## src/design/assert_macros.svh

```systemverilog
// Assertion helpers for the profiler.
`ifndef ASSERT_MACROS_SVH
`define ASSERT_MACROS_SVH
`ifndef NO_ASSERTIONS
`define PFL_ASSERT(lbl, ck, rn, prop) \
  lbl: assert property (@(posedge ck) disable iff (!rn) prop) \
    else $error("profiler assertion failed");
`define PFL_ASSERT_RST(lbl, ck, prop) \
  lbl: assert property (@(posedge ck) prop) else $error("profiler assertion failed");
`else
`define PFL_ASSERT(lbl, ck, rn, prop)
`define PFL_ASSERT_RST(lbl, ck, prop)
`endif
`endif

```

## src/design/pfl_pkg.sv

```systemverilog
package pfl_pkg;
  localparam int DEPTH  = 512;
  localparam int IDX_W  = $clog2(DEPTH);
  localparam int CNT_W  = $clog2(DEPTH + 1);
  localparam int TIME_W = 48;

  typedef enum logic [2:0] {
    OP_ENTER = 3'd0,
    OP_EXIT  = 3'd1,
    OP_START = 3'd2,
    OP_STOP  = 3'd3,
    OP_READ  = 3'd4
  } op_t;

  typedef enum logic [1:0] {
    ST_OK       = 2'd0,
    ST_FULL     = 2'd1,
    ST_DISABLED = 2'd2,
    ST_UNUSED   = 2'd3
  } status_t;

  typedef enum logic [1:0] {
    S_IDLE,
    S_LOOK,
    S_GATHER,
    S_EXEC
  } state_t;

  typedef struct packed {
    logic [31:0]       func;
    logic [31:0]       calls;
    logic [31:0]       runtime;
    logic [TIME_W-1:0] since;
    logic              open;
  } entry_t;
endpackage

```

## src/design/pfl_cell.sv

```systemverilog
module pfl_cell (
  input  logic            clk,
  input  logic            rst_n,
  input  logic            clr,
  input  logic            wr_en,
  input  pfl_pkg::entry_t wr_entry,
  input  logic [31:0]     cmp_addr,
  output logic            hit,
  output pfl_pkg::entry_t entry
);
  import pfl_pkg::*;

  entry_t entry_r;
  logic   hit_r;

  always_ff @(posedge clk) begin
    if (!rst_n || clr) begin
      entry_r.func <= '0;
      entry_r.open <= 1'b0;
    end else if (wr_en) begin
      entry_r.func <= wr_entry.func;
      entry_r.open <= wr_entry.open;
    end
    if (wr_en) begin
      entry_r.calls   <= wr_entry.calls;
      entry_r.runtime <= wr_entry.runtime;
      entry_r.since   <= wr_entry.since;
    end
    hit_r <= (entry_r.func == cmp_addr) && (cmp_addr != '0);
  end

  assign hit   = hit_r;
  assign entry = entry_r;
endmodule
```

## config.mk

```make
export PLATFORM = sky130hd
export DESIGN_NAME = pfl_cell
export DESIGN_NICKNAME = d
export VERILOG_FILES = /design/src/design/assert_macros.svh /design/src/design/pfl_pkg.sv /design/src/design/pfl_cell.sv
export SDC_FILE = /design/constraint.sdc
export NUM_CORES = 1
export LEC_CHECK = 0
export BUFFER_PORTS_ARGS = -buffer_cell sky130_fd_sc_hd__buf_2
export CORE_AREA = 8 8 121 123
export CTS_CLUSTER_SIZE = 10
export DETAILED_ROUTE_END_ITERATION = 10
export DIE_AREA = 0 0 129 131
export GPL_ROUTABILITY_DRIVEN = 1
export GPL_TIMING_DRIVEN = 1
export PLACE_DENSITY = 0.86
export SETUP_SLACK_MARGIN = 0.05
export SYNTH_ARGS = -nofsm -noshare
export SYNTH_HDL_FRONTEND = slang
export SYNTH_SLANG_ARGS = --single-unit
```

## constraint.sdc

```tcl
create_clock -name clk -period 2.89 [get_ports clk]
set_input_delay 0 -clock clk [delete_from_list [all_inputs] [get_ports clk]]
set_output_delay 0 -clock clk [all_outputs]
set_load 0.1 [all_outputs]
```

==> flow_summary.ini <==
[timing]
finalSetupTns_ns = 0
fin_skew_ns = 0.00400
rsz0062_at_grt = no
max_slew_margin = 0.124
fin_crit_sh = 0.728
setup_violations = 0
holdWs_ns = 0.0478
final_hold_viol_count = 0
tightest_slew_ns = 1.31
fmaxAchievable_ghz = 0.475
slew_violations = 0
finalCriticalPeriod_ns = 2.10

[floorplan]
initial_utilization = 0.387
dieArea_um2 = 16900
fp-row-count = 42
die_h_um = 131
ios = 327
die_x_um = 129
core_area_um2 = 12900

[logic_synthesis]
ys_top_cells_by_area = edfxtp_1, dfxtp_1, mux2i_1
syn-num-nets = 456
synth_most_common_cell = edfxtp_1
yosysTopAreaCell = edfxtp_1
seq_area_frac_synth = 0.811
synth_top_area_frac = 0.675
ys_ff_latch = 146
syn-mean-instance-area_um2 = 18.1
async_flop_share = 0
synth-edff-count = 112
syn_inst = 275
synthFlopType = edfxtp_1
yosys-top-cells-count = edfxtp_1, dfxtp_1, nor2_1
yosysUniqueCellTypes = 13
synth_area_um2 = 4990
yosys_warnings = 0

[run]
maxCapViolations = 0

[cells_and_area]
layout.nets = 943
fin_cells = 952
drive_gt1_frac = 0.466
area_growth_pct = 77.6
fillers = 817

[drt]
routedWlPerCell_um = 21.2
ant_nets = 0
wl_mm = 20.2
firstDrtPassIters = 5
vias = 4484
vias_per_cell = 4.71
drtIter0Drc = 274
drc = 0

[placed_design]
port_buffers = 326
hpwlAfterDp_mm = 13.0
dp.cells = 771
place_congestion = 0.959

[global_routing]
grt_pass1_vias = 5106
grt_pass1_wl_mm = 28.3
overflow = 0
track_usage = 0.232
grt_max_degree = 77
antenna_found_initial = 2

[critical_path]
worstPathMaxFanout = 2
arrival_ns = 2.41
start_kind = input pin
required_ns = 3.19
end_kind = flop
crit_type = in2reg
r2r_cells = 4

[clock_tree]
cts_tree = yes
htree_num_levels = 4
clk_latency_ns = 0.41
clockRootBuffer = clkbuf_16
cts_sinks = 146
cts_setup_buffers = 0
cts_inserted_buffers = 17
clk_pin_slew_worst_paths_ns = 0.06
cts_max_path_buffers = 2

[power_and_ir_drop]
leakage_uw = 0.00405
cellPowerDensity_nw_per_um2 = 692
vdd_drop_max_mv = 0.289

[worst_hold_path]
min_path_cells = 5
hp-class = in2reg

[run_status]
run_status = finished, final reports clean
==> path summary, 6_finish.rpt <==
kind	end	startpoint	slack (ns)
worst max-delay path	hit$_DFF_P_	cmp_addr[24]	0.79
worst min-delay path	hit$_DFF_P_	cmp_addr[0]	0.05
worst min register to register	entry[128]$_SDFFE_PP0P_	entry[128]$_SDFFE_PP0P_	0.54
worst max register to register	hit$_DFF_P_	entry[144]$_SDFFE_PP0P_	1.36
==> final cells by class <==
| class | instances | area [um^2] | area share |
|---|---|---|---|
| clock inverter | 13 | 113 | 0.0127 |
| sequential | 146 | 4040 | 0.457 |
| clock buffer | 18 | 429 | 0.0485 |
| antenna | 2 | 5.00 | 0.000565 |
| tap | 176 | 220 | 0.0249 |
| multi-input combinational | 121 | 900 | 0.102 |
| timing repair buffer | 476 | 3150 | 0.355 |
==> critical path, cell delays in order <==
cell and delay [ns]:
dlygate4sd3_1 0.53, buf_2 0.13, nor4_1 0.20, dlygate4sd3_1 0.61
nand4_1 0.10, dlygate4sd3_1 0.63, nor2_1 0.14, nor3_1 0.06
==> flip-flops by register name, summed over array words and instances (netlist names) <==
name   count
entry    145
hit        1
==> through the flow <==
stage	power, uW	area (um^2)	setup WS (ns)	util
floorplan	3620	4990	1.14	-
global placement	3930	6830	1.50	0.530
detailed placement	3950	6830	1.48	0.530
CTS	6130	8850	1.03	0.688
global route	6310	8860	0.769	0.688
finish	6130	8860	0.785	0.688
==> layout by cell type, fill, tap and decap left out, drive strengths merged <==
cell type,instances
buf,328
bufinv,1
clkbuf,18
clkinv,8
clkinvlp,2
dfxtp,34
diode,2
dlygate4sd3,148
edfxtp,112
inv,2
mux2i,33
nand2b,1
nand4,4
nor2,34
nor3,1
nor4,16
xor2,32
==> logic make-up after synthesis <==
group,Yosys count,share of synthesized area
multiplexers,33,0.0662
buffers and inverters,8,0.00853
XOR/XNOR,32,0.0562
AND/OR/NAND/NOR,56,0.0580
flip-flops,146,0.811
==> per-layer routing <==
metal  share of wire  GRT usage  vias up
li1                -          -     2001
met1            0.31      0.207     2084
met2            0.55      0.448      347
met3            0.11     0.0852       52
met4           0.035      0.115        0
met5               0          0        -
==> what timing repair did <==
| action | CTS | global route |
|---|---|---|
| resized for setup | 0 | 0 |
| hold buffers | 148 | 0 |
| hold endpoints to repair | 146 | 0 |
==> where the power goes <==
| group | internal (uW) | switching (uW) | total, uW |
|---|---|---|---|
| sequential | 2420 | 62.5 | 2480 |
| clock | 1180 | 861 | 2040 |
| combinational | 350 | 1260 | 1610 |
(Power assumes the default switching activity.)
